**src/rtl/rcmv_pkg.sv**
```systemverilog
`timescale 1ns / 1ps
// ----------------------------------------------------------------------------
// Region colour majority vote: shared types and constants
// Pixel and result transaction types, class codes, register indexes, reset
// values and the front sequencer states.
// ----------------------------------------------------------------------------
package rcmv_pkg;

  // One pixel transaction on the input side.
  typedef struct packed {
    logic [7:0] red;
    logic [7:0] green;
    logic [7:0] blue;
    logic       last_pixel;
  } pix_t;

  // Width of the count field on the result side.
  localparam int OUT_COUNT_W   = 13;
  localparam int OUT_COUNT_MAX = 2 ** OUT_COUNT_W - 1;

  // One result transaction on the output side.
  typedef struct packed {
    logic [2:0]             majority_colour;
    logic [OUT_COUNT_W-1:0] winning_count;
  } res_t;

  localparam int NUM_CLASSES = 6;
  localparam int NUM_REFS    = 5;

  // Class codes.
  typedef logic [2:0] class_t;
  localparam class_t CLS_WHITE  = 3'd0;
  localparam class_t CLS_YELLOW = 3'd1;
  localparam class_t CLS_GREEN  = 3'd2;
  localparam class_t CLS_BLUE   = 3'd3;
  localparam class_t CLS_RED    = 3'd4;
  localparam class_t CLS_ORANGE = 3'd5;

  // Classified pixel passed from the front to the vote logic.
  typedef struct packed {
    class_t cls;
    logic   last;
  } vote_t;

  localparam int QUEUE_DEPTH = 2;

  // Configuration port.
  localparam int CFG_IDX_W  = 3;
  localparam int CFG_DATA_W = 9;
  typedef logic [CFG_IDX_W-1:0] cfg_idx_t;
  localparam cfg_idx_t CFG_WHITE_SAT_MAX = 3'd0;
  localparam cfg_idx_t CFG_WHITE_VAL_MIN = 3'd1;
  localparam cfg_idx_t CFG_YELLOW_HUE    = 3'd2;
  localparam cfg_idx_t CFG_GREEN_HUE     = 3'd3;
  localparam cfg_idx_t CFG_BLUE_HUE      = 3'd4;
  localparam cfg_idx_t CFG_RED_HUE       = 3'd5;
  localparam cfg_idx_t CFG_ORANGE_HUE    = 3'd6;

  // Hue values in degrees.
  typedef logic [8:0] hue_t;
  localparam hue_t HUE_FULL   = 9'd360;
  localparam hue_t HUE_BASE_R = 9'd0;
  localparam hue_t HUE_BASE_G = 9'd120;
  localparam hue_t HUE_BASE_B = 9'd240;

  // Register reset values.
  localparam logic [7:0] WHITE_SAT_RST = 8'd38;
  localparam logic [7:0] WHITE_VAL_RST = 8'd217;
  localparam hue_t REF_HUE_RST [NUM_REFS] = '{9'd60, 9'd120, 9'd240, 9'd0, 9'd30};

  // Hue divider: the rounded quotient never exceeds 60, so six bits suffice.
  localparam int QUO_W = 6;
  localparam int DIV_W = 14;

  // Front sequencer states.
  typedef enum logic [2:0] {
    FS_IDLE,
    FS_CALC,
    FS_DIV,
    FS_FIX,
    FS_CLASS,
    FS_PUSH
  } front_state_t;

endpackage

```
**src/rtl/region_colour_majority_vote.sv**
```systemverilog
`timescale 1ns / 1ps
// ----------------------------------------------------------------------------
// Region colour majority vote
// Classifies region pixels by hue, saturation and value and returns the
// majority class and its count on the last pixel of each region.
// ----------------------------------------------------------------------------
// The front takes a new pixel only after the last one is pushed to the queue;
//   white pixels skip the hue divider and the reference hue search, grey ones
//   skip the divider only.
// A two-entry queue lets the front keep classifying while the vote logic waits.
// Reset: synchronous, active low; restores register defaults, clears the vote
//   and empties the queue and result register.
module region_colour_majority_vote import rcmv_pkg::*; #(
  parameter int COUNT_WIDTH = 13
) (
  input  logic                  clk,
  input  logic                  rst_n,
  input  logic                  push,
  output logic                  full,
  input  pix_t                  in_data,
  output logic                  empty,
  input  logic                  pop,
  output res_t                  out_data,
  input  logic                  cfg_valid,
  output logic                  cfg_ready,
  input  cfg_idx_t              cfg_index,
  input  logic [CFG_DATA_W-1:0] cfg_data
);

  logic  fq_push, fq_full, qb_pop, qb_empty;
  vote_t fq_data, qb_data;

  // Pixel classifier front.
  rcmv_front u_front (
    .clk       (clk),
    .rst_n     (rst_n),
    .push      (push),
    .full      (full),
    .in_data   (in_data),
    .cfg_valid (cfg_valid),
    .cfg_ready (cfg_ready),
    .cfg_index (cfg_index),
    .cfg_data  (cfg_data),
    .q_push    (fq_push),
    .q_data    (fq_data),
    .q_full    (fq_full)
  );

  // Queue of classified pixels.
  rcmv_queue u_queue (
    .clk      (clk),
    .rst_n    (rst_n),
    .wr_push  (fq_push),
    .wr_data  (fq_data),
    .wr_full  (fq_full),
    .rd_pop   (qb_pop),
    .rd_data  (qb_data),
    .rd_empty (qb_empty)
  );

  // Vote counters and result register.
  rcmv_back #(
    .COUNT_WIDTH (COUNT_WIDTH)
  ) u_back (
    .clk      (clk),
    .rst_n    (rst_n),
    .q_empty  (qb_empty),
    .q_data   (qb_data),
    .q_pop    (qb_pop),
    .empty    (empty),
    .pop      (pop),
    .out_data (out_data)
  );

endmodule

```
**src/rtl/rcmv_front.sv**
```systemverilog
`timescale 1ns / 1ps
// ----------------------------------------------------------------------------
// Region colour majority vote: pixel classifier front
// Accepts pixels, converts them to hue, saturation and value, and finds the
// class of each pixel with an iterative hue divider and a one-reference-per-
// cycle nearest hue search. Holds the configuration registers.
// ----------------------------------------------------------------------------
module rcmv_front import rcmv_pkg::*; (
  input  logic                  clk,
  input  logic                  rst_n,
  input  logic                  push,
  output logic                  full,
  input  pix_t                  in_data,
  input  logic                  cfg_valid,
  output logic                  cfg_ready,
  input  cfg_idx_t              cfg_index,
  input  logic [CFG_DATA_W-1:0] cfg_data,
  output logic                  q_push,
  output vote_t                 q_data,
  input  logic                  q_full
);

  front_state_t     state_r, state_nxt;
  pix_t             pix_r, pix_nxt;
  logic [7:0]       sat_max_r;
  logic [7:0]       val_min_r;
  hue_t             ref_r [NUM_REFS];
  hue_t             base_r, base_nxt;
  logic             neg_r, neg_nxt;
  logic [DIV_W-1:0] rem_r, rem_nxt;
  logic [DIV_W-1:0] dvs_r, dvs_nxt;
  logic [QUO_W-1:0] quo_r, quo_nxt;
  logic [2:0]       step_r, step_nxt;
  hue_t             hue_r, hue_nxt;
  class_t           cls_r, cls_nxt;
  logic [9:0]       dist_r, dist_nxt;
  logic [2:0]       ref_idx_r, ref_idx_nxt;

  // Conversion and search terms.
  logic [7:0]        mx, mn, d_calc, abs_num;
  logic [15:0]       sat_lhs;
  logic [8:0]        sat_lim;
  logic [16:0]       sat_rhs;
  logic              is_white;
  logic signed [8:0] num;
  hue_t              base_sel;
  logic [DIV_W-1:0]  mag;
  logic              ge;
  logic signed [10:0] q_signed, hue_signed;
  logic signed [10:0] ref_s, hue_s, full_s;
  logic [9:0]        e1, e2, e3, dist_cur;

  function automatic logic [9:0] abs11(input logic signed [10:0] v);
    abs11 = v[10] ? 10'(-v) : v[9:0];
  endfunction

  // The configuration port never stalls.
  assign cfg_ready = 1'b1;

  // Configuration registers.
  always_ff @(posedge clk) begin
    if (!rst_n) begin
      sat_max_r <= WHITE_SAT_RST;
      val_min_r <= WHITE_VAL_RST;
      for (int i = 0; i < NUM_REFS; i++) begin
        ref_r[i] <= REF_HUE_RST[i];
      end
    end else if (cfg_valid && cfg_ready) begin
      unique case (cfg_index)
        CFG_WHITE_SAT_MAX: sat_max_r <= cfg_data[7:0];
        CFG_WHITE_VAL_MIN: val_min_r <= cfg_data[7:0];
        CFG_YELLOW_HUE:    ref_r[0]  <= cfg_data;
        CFG_GREEN_HUE:     ref_r[1]  <= cfg_data;
        CFG_BLUE_HUE:      ref_r[2]  <= cfg_data;
        CFG_RED_HUE:       ref_r[3]  <= cfg_data;
        CFG_ORANGE_HUE:    ref_r[4]  <= cfg_data;
        default: begin
        end
      endcase
    end
  end

  // Colour conversion terms from the held pixel.
  always_comb begin
    mx = pix_r.red;
    if (pix_r.green > mx) mx = pix_r.green;
    if (pix_r.blue > mx) mx = pix_r.blue;
    mn = pix_r.red;
    if (pix_r.green < mn) mn = pix_r.green;
    if (pix_r.blue < mn) mn = pix_r.blue;
    d_calc = mx - mn;

    // floor(255*d/mx) <= limit holds exactly when 255*d < (limit+1)*mx.
    sat_lhs  = {d_calc, 8'h00} - {8'h00, d_calc};
    sat_lim  = {1'b0, sat_max_r} + 9'd1;
    sat_rhs  = sat_lim * mx;
    is_white = (mx >= val_min_r) && ((mx == 8'd0) || ({1'b0, sat_lhs} < sat_rhs));

    // Sector of the hue circle picked by the largest component.
    priority if (mx == pix_r.red) begin
      base_sel = HUE_BASE_R;
      num      = $signed({1'b0, pix_r.green}) - $signed({1'b0, pix_r.blue});
    end else if (mx == pix_r.green) begin
      base_sel = HUE_BASE_G;
      num      = $signed({1'b0, pix_r.blue}) - $signed({1'b0, pix_r.red});
    end else begin
      base_sel = HUE_BASE_B;
      num      = $signed({1'b0, pix_r.red}) - $signed({1'b0, pix_r.green});
    end
    abs_num = num[8] ? 8'(-num) : num[7:0];
    // 60*|num| plus half the divisor, for rounding halves away from zero.
    mag = (DIV_W'(abs_num) << 6) - (DIV_W'(abs_num) << 2) + DIV_W'(d_calc[7:1]);
  end

  // Divider step, hue fix-up and distance to the current reference.
  always_comb begin
    ge       = (rem_r >= dvs_r);
    q_signed = neg_r ? -$signed({5'b0, quo_r}) : $signed({5'b0, quo_r});
    hue_signed = $signed({2'b0, base_r}) + q_signed;
    full_s   = $signed({2'b0, HUE_FULL});
    if (hue_signed < 0) hue_signed = hue_signed + full_s;

    ref_s = $signed({2'b0, ref_r[ref_idx_r]});
    hue_s = $signed({2'b0, hue_r});
    e1 = abs11(ref_s - hue_s);
    e2 = abs11(ref_s + full_s - hue_s);
    e3 = abs11(ref_s - full_s - hue_s);
    dist_cur = e1;
    if (e2 < dist_cur) dist_cur = e2;
    if (e3 < dist_cur) dist_cur = e3;
  end

  // State register.
  always_ff @(posedge clk) begin
    if (!rst_n) begin
      state_r <= FS_IDLE;
    end else begin
      state_r <= state_nxt;
    end
  end

  // Datapath registers.
  always_ff @(posedge clk) begin
    pix_r     <= pix_nxt;
    base_r    <= base_nxt;
    neg_r     <= neg_nxt;
    rem_r     <= rem_nxt;
    dvs_r     <= dvs_nxt;
    quo_r     <= quo_nxt;
    step_r    <= step_nxt;
    hue_r     <= hue_nxt;
    cls_r     <= cls_nxt;
    dist_r    <= dist_nxt;
    ref_idx_r <= ref_idx_nxt;
  end

  // Sequencer: next state and datapath updates.
  always_comb begin
    state_nxt   = state_r;
    pix_nxt     = pix_r;
    base_nxt    = base_r;
    neg_nxt     = neg_r;
    rem_nxt     = rem_r;
    dvs_nxt     = dvs_r;
    quo_nxt     = quo_r;
    step_nxt    = step_r;
    hue_nxt     = hue_r;
    cls_nxt     = cls_r;
    dist_nxt    = dist_r;
    ref_idx_nxt = ref_idx_r;
    full        = (state_r != FS_IDLE);
    q_push      = 1'b0;
    q_data.cls  = cls_r;
    q_data.last = pix_r.last_pixel;

    unique case (state_r)
      FS_IDLE: begin
        if (push) begin
          pix_nxt   = in_data;
          state_nxt = FS_CALC;
        end
      end
      FS_CALC: begin
        base_nxt    = base_sel;
        neg_nxt     = num[8];
        rem_nxt     = mag;
        dvs_nxt     = DIV_W'(d_calc) << (QUO_W - 1);
        quo_nxt     = '0;
        step_nxt    = 3'(QUO_W - 1);
        hue_nxt     = '0;
        ref_idx_nxt = '0;
        priority if (is_white) begin
          cls_nxt   = CLS_WHITE;
          state_nxt = FS_PUSH;
        end else if (d_calc == 8'd0) begin
          // A grey pixel has hue zero.
          state_nxt = FS_CLASS;
        end else begin
          state_nxt = FS_DIV;
        end
      end
      FS_DIV: begin
        // Restoring division, one quotient bit per cycle.
        if (ge) rem_nxt = rem_r - dvs_r;
        quo_nxt = {quo_r[QUO_W-2:0], ge};
        dvs_nxt = dvs_r >> 1;
        if (step_r == 3'd0) begin
          state_nxt = FS_FIX;
        end else begin
          step_nxt = step_r - 3'd1;
        end
      end
      FS_FIX: begin
        hue_nxt   = hue_signed[8:0];
        state_nxt = FS_CLASS;
      end
      FS_CLASS: begin
        // Strict compare keeps the lower class on a tie.
        if ((ref_idx_r == 3'd0) || (dist_cur < dist_r)) begin
          dist_nxt = dist_cur;
          cls_nxt  = class_t'(ref_idx_r + 3'd1);
        end
        if (ref_idx_r == 3'(NUM_REFS - 1)) begin
          state_nxt = FS_PUSH;
        end else begin
          ref_idx_nxt = ref_idx_r + 3'd1;
        end
      end
      FS_PUSH: begin
        q_push = 1'b1;
        if (!q_full) state_nxt = FS_IDLE;
      end
      default: begin
        state_nxt = FS_IDLE;
      end
    endcase
  end

endmodule

```
**src/rtl/rcmv_queue.sv**
```systemverilog
`timescale 1ns / 1ps
// ----------------------------------------------------------------------------
// Region colour majority vote: classified pixel queue
// A short FIFO between the classifier front and the vote logic.
// ----------------------------------------------------------------------------
module rcmv_queue import rcmv_pkg::*; (
  input  logic  clk,
  input  logic  rst_n,
  input  logic  wr_push,
  input  vote_t wr_data,
  output logic  wr_full,
  input  logic  rd_pop,
  output vote_t rd_data,
  output logic  rd_empty
);

  localparam int PTR_W = (QUEUE_DEPTH > 1) ? $clog2(QUEUE_DEPTH) : 1;
  localparam int CNT_W = $clog2(QUEUE_DEPTH + 1);
  localparam logic [PTR_W-1:0] PTR_LAST = PTR_W'(QUEUE_DEPTH - 1);

  vote_t            mem_r [QUEUE_DEPTH];
  logic [PTR_W-1:0] wr_ptr_r, wr_ptr_nxt;
  logic [PTR_W-1:0] rd_ptr_r, rd_ptr_nxt;
  logic [CNT_W-1:0] count_r, count_nxt;
  logic             do_wr, do_rd;

  assign wr_full  = (count_r == CNT_W'(QUEUE_DEPTH));
  assign rd_empty = (count_r == '0);
  assign do_wr    = wr_push && !wr_full;
  assign do_rd    = rd_pop && !rd_empty;
  assign rd_data  = mem_r[rd_ptr_r];

  // Pointer and fill count updates.
  always_comb begin
    wr_ptr_nxt = wr_ptr_r;
    rd_ptr_nxt = rd_ptr_r;
    count_nxt  = count_r;
    if (do_wr) wr_ptr_nxt = (wr_ptr_r == PTR_LAST) ? '0 : wr_ptr_r + 1'b1;
    if (do_rd) rd_ptr_nxt = (rd_ptr_r == PTR_LAST) ? '0 : rd_ptr_r + 1'b1;
    if (do_wr && !do_rd) count_nxt = count_r + 1'b1;
    if (do_rd && !do_wr) count_nxt = count_r - 1'b1;
  end

  always_ff @(posedge clk) begin
    if (!rst_n) begin
      wr_ptr_r <= '0;
      rd_ptr_r <= '0;
      count_r  <= '0;
    end else begin
      wr_ptr_r <= wr_ptr_nxt;
      rd_ptr_r <= rd_ptr_nxt;
      count_r  <= count_nxt;
    end
  end

  // Entry storage.
  always_ff @(posedge clk) begin
    if (do_wr) mem_r[wr_ptr_r] <= wr_data;
  end

endmodule

```
**src/rtl/rcmv_back.sv**
```systemverilog
`timescale 1ns / 1ps
// ----------------------------------------------------------------------------
// Region colour majority vote: vote counters and result register
// Counts classified pixels in saturating counters, tracks the running
// winner, and on the last pixel of a region loads the result register and
// clears the vote.
// ----------------------------------------------------------------------------
module rcmv_back import rcmv_pkg::*; #(
  parameter int COUNT_WIDTH = 13
) (
  input  logic  clk,
  input  logic  rst_n,
  input  logic  q_empty,
  input  vote_t q_data,
  output logic  q_pop,
  output logic  empty,
  input  logic  pop,
  output res_t  out_data
);

  localparam int WIDE_W = (COUNT_WIDTH > OUT_COUNT_W) ? COUNT_WIDTH : OUT_COUNT_W;
  localparam logic [COUNT_WIDTH-1:0] CNT_MAX      = '1;
  localparam logic [WIDE_W-1:0]      OUT_MAX_WIDE = WIDE_W'(OUT_COUNT_MAX);

  logic [COUNT_WIDTH-1:0] counts_r [NUM_CLASSES];
  logic [COUNT_WIDTH-1:0] best_cnt_r, best_cnt_nxt;
  class_t                 best_cls_r, best_cls_nxt;
  logic                   out_valid_r, out_valid_nxt;
  res_t                   out_data_r, out_data_nxt;

  logic                   take;
  logic [COUNT_WIDTH-1:0] cur_cnt, inc_cnt;
  logic [WIDE_W-1:0]      best_wide;

  // A last pixel needs a result register that is free or being popped; other pixels never wait.
  assign take     = !q_empty && (!q_data.last || !out_valid_r || pop);
  assign q_pop    = take;
  assign empty    = !out_valid_r;
  assign out_data = out_data_r;

  // Counter update and running winner.
  always_comb begin
    cur_cnt      = counts_r[q_data.cls];
    inc_cnt      = (cur_cnt == CNT_MAX) ? cur_cnt : cur_cnt + 1'b1;
    best_cnt_nxt = best_cnt_r;
    best_cls_nxt = best_cls_r;
    if (inc_cnt > best_cnt_r) begin
      best_cnt_nxt = inc_cnt;
      best_cls_nxt = q_data.cls;
    end
    best_wide = WIDE_W'(best_cnt_nxt);

    out_data_nxt.majority_colour = best_cls_nxt;
    out_data_nxt.winning_count   = (best_wide > OUT_MAX_WIDE) ?
                                   OUT_MAX_WIDE[OUT_COUNT_W-1:0] :
                                   best_wide[OUT_COUNT_W-1:0];

    out_valid_nxt = out_valid_r;
    if (take && q_data.last) begin
      out_valid_nxt = 1'b1;
    end else if (pop) begin
      out_valid_nxt = 1'b0;
    end
  end

  // Vote state, cleared after each region.
  always_ff @(posedge clk) begin
    if (!rst_n) begin
      for (int i = 0; i < NUM_CLASSES; i++) begin
        counts_r[i] <= '0;
      end
      best_cnt_r  <= '0;
      best_cls_r  <= CLS_WHITE;
      out_valid_r <= 1'b0;
    end else begin
      out_valid_r <= out_valid_nxt;
      if (take) begin
        if (q_data.last) begin
          for (int i = 0; i < NUM_CLASSES; i++) begin
            counts_r[i] <= '0;
          end
          best_cnt_r <= '0;
          best_cls_r <= CLS_WHITE;
        end else begin
          counts_r[q_data.cls] <= inc_cnt;
          best_cnt_r           <= best_cnt_nxt;
          best_cls_r           <= best_cls_nxt;
        end
      end
    end
  end

  // Result register payload.
  always_ff @(posedge clk) begin
    if (take && q_data.last) out_data_r <= out_data_nxt;
  end

  // A finished region always leaves a cleared vote behind.
  a_clear_after_last: assert property (@(posedge clk) disable iff (!rst_n)
    take && q_data.last |=> (best_cnt_r == '0) && (best_cls_r == CLS_WHITE))
    else $error("vote not cleared after last pixel");

  // Within a region the best count never falls.
  a_best_monotonic: assert property (@(posedge clk) disable iff (!rst_n)
    take && !q_data.last |=> best_cnt_r >= $past(best_cnt_r))
    else $error("best count decreased within a region");

  // A last pixel taken from the queue always yields a result.
  a_result_loaded: assert property (@(posedge clk) disable iff (!rst_n)
    take && q_data.last |=> out_valid_r)
    else $error("result missing after last pixel");

endmodule
```
**config.mk**
```make
export PLATFORM = sky130hd
export DESIGN_NAME = region_colour_majority_vote
export DESIGN_NICKNAME = d
export VERILOG_FILES = /design/src/rtl/rcmv_pkg.sv /design/src/rtl/region_colour_majority_vote.sv /design/src/rtl/rcmv_front.sv /design/src/rtl/rcmv_queue.sv /design/src/rtl/rcmv_back.sv
export SDC_FILE = /design/constraint.sdc
export NUM_CORES = 1
export LEC_CHECK = 0
export ABC_CLOCK_PERIOD_IN_PS = 11900
export BUFFER_PORTS_ARGS = -buffer_cell sky130_fd_sc_hd__buf_4
export CORE_ASPECT_RATIO = 1.5
export CORE_MARGIN = 5
export CORE_UTILIZATION = 30
export CTS_CLUSTER_SIZE = 40
export DETAILED_ROUTE_END_ITERATION = 8
export SKIP_CTS_REPAIR_TIMING = 1
export SLEW_MARGIN = 10
export SYNTH_ARGS = -nofsm -noshare
export SYNTH_HDL_FRONTEND = slang
export SYNTH_SLANG_ARGS = --single-unit
```
**constraint.sdc**
```tcl
create_clock -name clk -period 11.9 [get_ports clk]
set_input_delay 0 -clock clk [delete_from_list [all_inputs] [get_ports clk]]
set_output_delay 0 -clock clk [all_outputs]
set_load 0.02 [all_outputs]
```
Word level (Yosys, flattened, before mapping)
Memory sizes are Yosys's and may differ from the RTL's. A register that Yosys moved wholly into a read port is not among the register bits.
Cells that the tools add are included.

operators by class
  multipliers = 1
  bitwise gates (word level) = 11
  reductions and logical operators = 40
  $lt $le $gt $ge = 13
  equal/unequal tests = 25
  add/subtract/negate cells = 28
  mux-type cells = 94

operator list
  cell                                  number
  two-way mux 13 bit                    10
  two-way mux 9 bit                     8
  case mux 14 bit (2 select lines)      2
  two-way mux 10 bit                    5
  two-way mux 8 bit                     6
  two-way mux 3 bit                     14
  two-way mux 1 bit                     39
  < comparator 10 bit                   3
  negation 10 bit                       3
  subtractor 8 x 8 -> 9 bit             3
  == test 3 bit, second input constant  6
  case mux 3 bit (2 select lines)       3
  case mux 3 bit (6 select lines)       1
  case mux 9 bit (2 select lines)       1
  < comparator 16 x 17 -> 1 bit         1
  multiplier 9 x 8 -> 17 bit            1
  == test 8 bit                         2
  > comparator 8 bit                    2
  logical NOT 8 bit                     2
  < comparator 8 bit                    2
  subtractor 16 x 8 -> 16 bit           1
  adder 14 x 7 -> 14 bit                1
  >= comparator 14 bit                  1
  two-way mux 14 bit                    1
  44 further kinds                      94

word-level totals
  memories = 3
  memory bits (writable) = 131
  word-level logic and storage cells = 240
  output and inout port bits = 19
  register bits after elaboration = 153

memory list
  name             depth  width  rd ports  clocked after memory_dff  wr ports  line              RTL
  u_back.counts_r  6      13     1         0                         6         rcmv_back.sv:25   logic [COUNT_WIDTH-1:0] counts_r [NUM_CLASSES];
  u_front.ref_r    5      9      1         1                         5         rcmv_front.sv:27  hue_t ref_r [NUM_REFS];
  u_queue.mem_r    2      4      1         1                         1         rcmv_queue.sv:21  vote_t mem_r [QUEUE_DEPTH];

Longest topological paths before layout
  word-level depth = 12
  gate-level depth with buffers = 61
  mapped depth without buffers = 57

Modules after synthesis
From an unflattened synthesis, not the netlist that was laid out.

second synthesis, totals
  cell total of the unflattened synthesis = 2240
  area total of the unflattened synthesis = 22505.3 µm²

by module, submodules not included
  module      seq. area each (µm²)  cells an instance  instances  area each (µm²)
  rcmv_front  4494.3                1699               1          15566.2
  rcmv_back   3943.8                502                1          6426.2
  rcmv_queue  340.3                 39                 1          513.0

Worst setup path after synthesis
OpenSTA, ideal clock, no wires.

  path type = register to register
  start point = reg with a tool-made name
  end point = reg u_front.cls_r[0], enable pin
  data required time = 11.599 ns
  stages on the path, launching flop included = 59
  buffers on the path = 5
  clock period less this slack = 10.278 ns
  library setup time = 0.301 ns
  path slack = 1.622 ns
  data arrival time = 9.977 ns
  cell sequence = dfxtp_1 -> clkbuf_1 -> mux4_2 -> mux2i_1 -> ha_1 -> ha_1 -> a21o_1 -> a21oi_1 -> nor2_1 -> o21ai_0 -> nand2b_1 -> a21oi_1 -> o211a_1 -> clkbuf_1 -> mux2i_1 -> inv_1 -> ha_1 -> o21a_1 -> (+23 left out) -> nand2b_1 -> clkbuf_1 -> clkbuf_1 -> a21oi_1 -> ha_1 -> a21boi_0 -> o21a_1 -> o21a_1 -> o21a_1 -> o21a_1 -> o21ai_0 -> nand2b_1 -> a21oi_1 -> nor2b_1 -> o21ai_0 -> nand2b_1 -> a21oi_1 -> a21o_1

RTL lines
  element               line               RTL
  to (signal assigned)  rcmv_front.sv:152  cls_r <= cls_nxt;
  to (decl)             rcmv_front.sv:35   class_t cls_r, cls_nxt;

Worst setup path after layout
  start point = reg u_front.pix_r[10] (netlist bit)
  end point = reg u_front.state_r[0]

on the way
  longest elaborated chain between the ends = 11

RTL lines
  element                                                   line                                RTL
  from (decl)                                               rcmv_front.sv:24                    pix_t pix_r, pix_nxt;
  from (signal assigned)                                    rcmv_front.sv:144                   pix_r <= pix_nxt;
  > comparator 8 bit or < comparator 8 bit (tied branches)  rcmv_front.sv:86, rcmv_front.sv:89
  two-way mux 8 bit, on equally long branches               rcmv_front.sv:86, rcmv_front.sv:89
  > comparator 8 bit or < comparator 8 bit (tied branches)  rcmv_front.sv:87, rcmv_front.sv:90
  two-way mux 8 bit, on equally long branches               rcmv_front.sv:87, rcmv_front.sv:90
  subtractor 8 bit                                          rcmv_front.sv:91                    d_calc = mx - mn;
  subtractor 16 x 8 -> 16 bit                               rcmv_front.sv:94                    sat_lhs = {d_calc, 8'h00} - {8'h00, d_calc};
  < comparator 16 x 17 -> 1 bit                             rcmv_front.sv:97                    is_white = (mx >= val_min_r) && ((mx == 8'd0) || ({1'b0, sat_lhs} < sat_rhs));
  logical OR 1 bit                                          rcmv_front.sv:97
  logical AND 1 bit (*)                                     rcmv_front.sv:97
  two-way mux 3 bit (*)                                     rcmv_front.sv:192                   priority if (is_white) begin
  case mux 3 bit (6 select lines) (*)                       rcmv_front.sv:176                   unique case (state_r)
  to (signal assigned)                                      rcmv_front.sv:138                   state_r <= state_nxt;
  to (decl)                                                 rcmv_front.sv:23                    front_state_t state_r, state_nxt;

Every way passes the cells marked *; elsewhere a longest branch is shown, timed or not.
A chain may end at the register's enable or synchronous reset.

==> results by group <==
Worst setup path
  – WP data required: 12.40 ns
  – CP max FO: 18
  – RR Startpoint: u_front.pix_r[10]
  – CP peak stage delay: about 0.81 ns
  – WP data arrival: roughly 11 ns
  – Flop2flop setup slack: between 1 and 1.5 ns
  – Worst path most repeated cell: inv_1
  – Worst setup SP type: register
  – Critical setup path kind: register to register
  – Reg2Reg Depth: 41
  – Crit path capture type: register
  – Slowest cell on the critical path: nor2_1
  – Reg-to-Reg End: u_front.state_r[0]

Synthesis
  – Yosys cell types: 84
  – Share of the yosys chip area belonging to registers: between 30% and 40%
  – Yosys top cell by area: edfxtp_1
  – Yosys warns: 0
  – Post-synthesis mux area share: 4.30%
  – Yosys reg bits: 307
  – Post-synthesis instance total: 2263
  – Top cells by area, synth: edfxtp_1, ha_1, fa_1
  – Synth top area share: 35.3%
  – Number of enable flip-flop cells after synthesis: 263
  – Top FF cell, synth: edfxtp_1
  – Most frequent cells after synthesis: edfxtp_1, inv_1, nor2_1
  – Ys async rst share: 0%
  – Simple-Gate Fraction of Synth Area: ~14%
  – Compound-gate portion of the synthesized area: 13.1%
  – Most common cell in the netlist: edfxtp_1
  – Netlist Area Pre-Place: 22400 um2
  – Post-Syn Nets: 2586
  – Main combinational cell family by area after synthesis: adder cells
  – Syn Area/Cell: 9.88 um2
  – XOR/XNOR Fraction of Synth Area: 6.16%
  – Synth Area in Adders: 17.6%

Placement
  – Inst Count DP: about 3300
  – RePlAce Congestion: 0.868
  – Dpl ws: 1.17 ns
  – Hpwl dp: 44000 um
  – Port Buffers: roughly 60

Finish
  – Nets@finish: around 2700
  – Layout cells sized above 1: 7.68%
  – Fin cells: 3379
  – P&R area growth vs syn: 13.9%

Timing
  – Post-route setup slack: about 1.2 ns
  – Final Hold Viols: 0
  – RSZ-0062 raised after global routing: no
  – Clock Skew: about 0.036 ns
  – Highest clock rate: 93.9 MHz
  – Slew at the pin with the worst max-slew slack: 1.12 ns
  – Final Slew Violations: 0
  – Setup violators final: 0
  – Fin crit share: 89.5%
  – Worst hold slack: a little under 0.0006 ns
  – Max_slew headroom: 24.7%
  – Setup TNS Final: 0 ns
  – Clock period minus worst slack: 10.65 ns

Route
  – Via Count: 16408
  – WL/cell: 17.1 um
  – Via-to-Cell Ratio: about 5
  – Post-Route WL: 57900 um
  – First DRT Iteration DRCs: 774
  – DRT Pass-1 Iters: 7
  – Residual DRC: 0
  – Final ANT Viol Nets: 0

Floorplanning
  – I/O Pins: 61
  – Die boundary height: 344 um
  – Die width: 233 um
  – Core area: 73900 um2
  – Rows: 122
  – Initial Util: 30.3%
  – Full die area: approximately 80000 um2

Global route
  – Largest net degree at the start of global routing: 36
  – Gr ovfl total: 0
  – Vias in the first global route: 16832
  – First-pass GRT wire length: a little over 90000 um
  – Gr usage total: 14.3%
  – Initial antenna violation count: 4

Worst hold path
  – Hold path cells: 4
  – Critical hold path startpoint: cfg_index[1]
  – Hold Path Sink: u_front.sat_max_r[4]
  – Worst Hold Class: input pin to register

Clock network
  – TritonCTS clock tree: built
  – Total CTS buffers: 34
  – Worst-case clock buffer depth: 3
  – Clock Latency Late Sink: 0.55 ns
  – TritonCTS Sinks: 307
  – Clock transition at path regs: approximately 0.06 ns
  – CTS root buffer: clkbuf_16
  – H-tree depth: 2

Run status
  – Status: completed

Flow run
  – Number of max-cap violations: 0
area by class of cell:
class	count	area (um2)
fillers	7553	48400
flip-flops and latches	307	8780
repair buffers	120	1000
inverters	267	1000
clock buffers	45	923
multi-input cells	1629	12300
well taps	992	1240
clock inverters	16	168
diodes	3	7.51
layer usage:
layer,track usage (%),vias to the layer above,routed length [um]
met5,0,-,0
met4,5.78,0,2520
met3,2.04,132,2350
met2,27.2,352,30600
met1,15.8,7840,22400
li1,-,8084,-
cells in the final DEF, fill, tap and decap left out, types with 11 or more instances in the layout:
cell type	count
a211oi_1	13
a21boi_0	17
a21o_1	41
a21oi_1	121
a221oi_1	11
a31oi_1	15
and2_1	20
buf_4	79
clkbuf_16	35
dfxtp_1	44
dlygate4sd3_1	41
edfxtp_1	263
fa_1	56
ha_1	225
inv_1	262
mux2_2	11
mux2i_1	55
nand2_1	186
nand2b_1	61
nand3_1	30
nand4_1	13
nor2_1	230
nor2b_1	34
nor3_1	19
o21a_1	29
o21ai_0	91
o21ai_1	15
o21bai_1	20
o31ai_1	12
or3_1	19
xnor2_1	96
xor2_1	58
flip-flops by register name, summed over array words and instances, names as in the netlist, 2 cells and up, named ones only:
register	flops
u_back.counts_r	104
u_front.ref_r	45
u_front.pix_r	24
u_back.out_data	16
u_front.rem_r	14
u_back.best_cnt_r	13
u_front.dvs_r	13
u_front.dist_r	10
u_front.hue_r	9
u_front.sat_max_r	8
u_front.val_min_r	8
u_queue.mem_r	8
u_front.quo_r	6
u_back.best_cls_r	3
u_front.base_r	3
u_front.cls_r	3
u_front.ref_idx_r	3
u_front.state_r	3
u_front.step_r	3
u_queue.count_r	2
cell families after synthesis:
kind of cell / count (synthesis)
other: 1
multiplexers: 80
buffers and inverters: 327
adder cells (fa/ha/maj): 281
flip-flops: 307
XOR/XNOR: 155
AND/OR/NAND/NOR: 659
AO/OA/AOI/OAI: 453
through the flow:
stage / instance area [um2] / util (%)
2_1_floorplan: 22400 / -
3_3_place_gp: 23900 / 32.4
3_5_place_dp: 23900 / 32.4
4_1_cts: 25000 / 33.9
5_1_grt: 25400 / 34.4
6_report: 25500 / 34.4
worst max-delay path by stage:
stage,end,slack [ns],cells after the start,from
floorplan,u_front.cls_r[0],1.62,58,register
global placement,u_front.dist_r[1],1.21,54,register
detailed placement,u_front.dist_r[1],1.17,54,register
CTS,u_front.dist_r[2],1.13,54,register
global route,u_front.dist_r[1],0.08,54,register
finish,u_front.state_r[0],1.25,41,u_front.pix_r[10]
worst max-delay path: cells and delay by family (launching register included):
| kind | cells | cell delay [ns] |
|---|---|---|
| multiplexers | 1 | 0.32 |
| flip-flops | 1 | 0.52 |
| buffers and inverters | 6 | 0.71 |
| XOR/XNOR | 1 | 0.17 |
| AND/OR/NAND/NOR | 8 | 1.80 |
| adder cells (fa/ha/maj) | 8 | 3.32 |
| AO/OA/AOI/OAI | 17 | 3.72 |
Power is not shown: default switching activity piles up to over one toggle a cycle in this logic, so the estimate is an artifact.
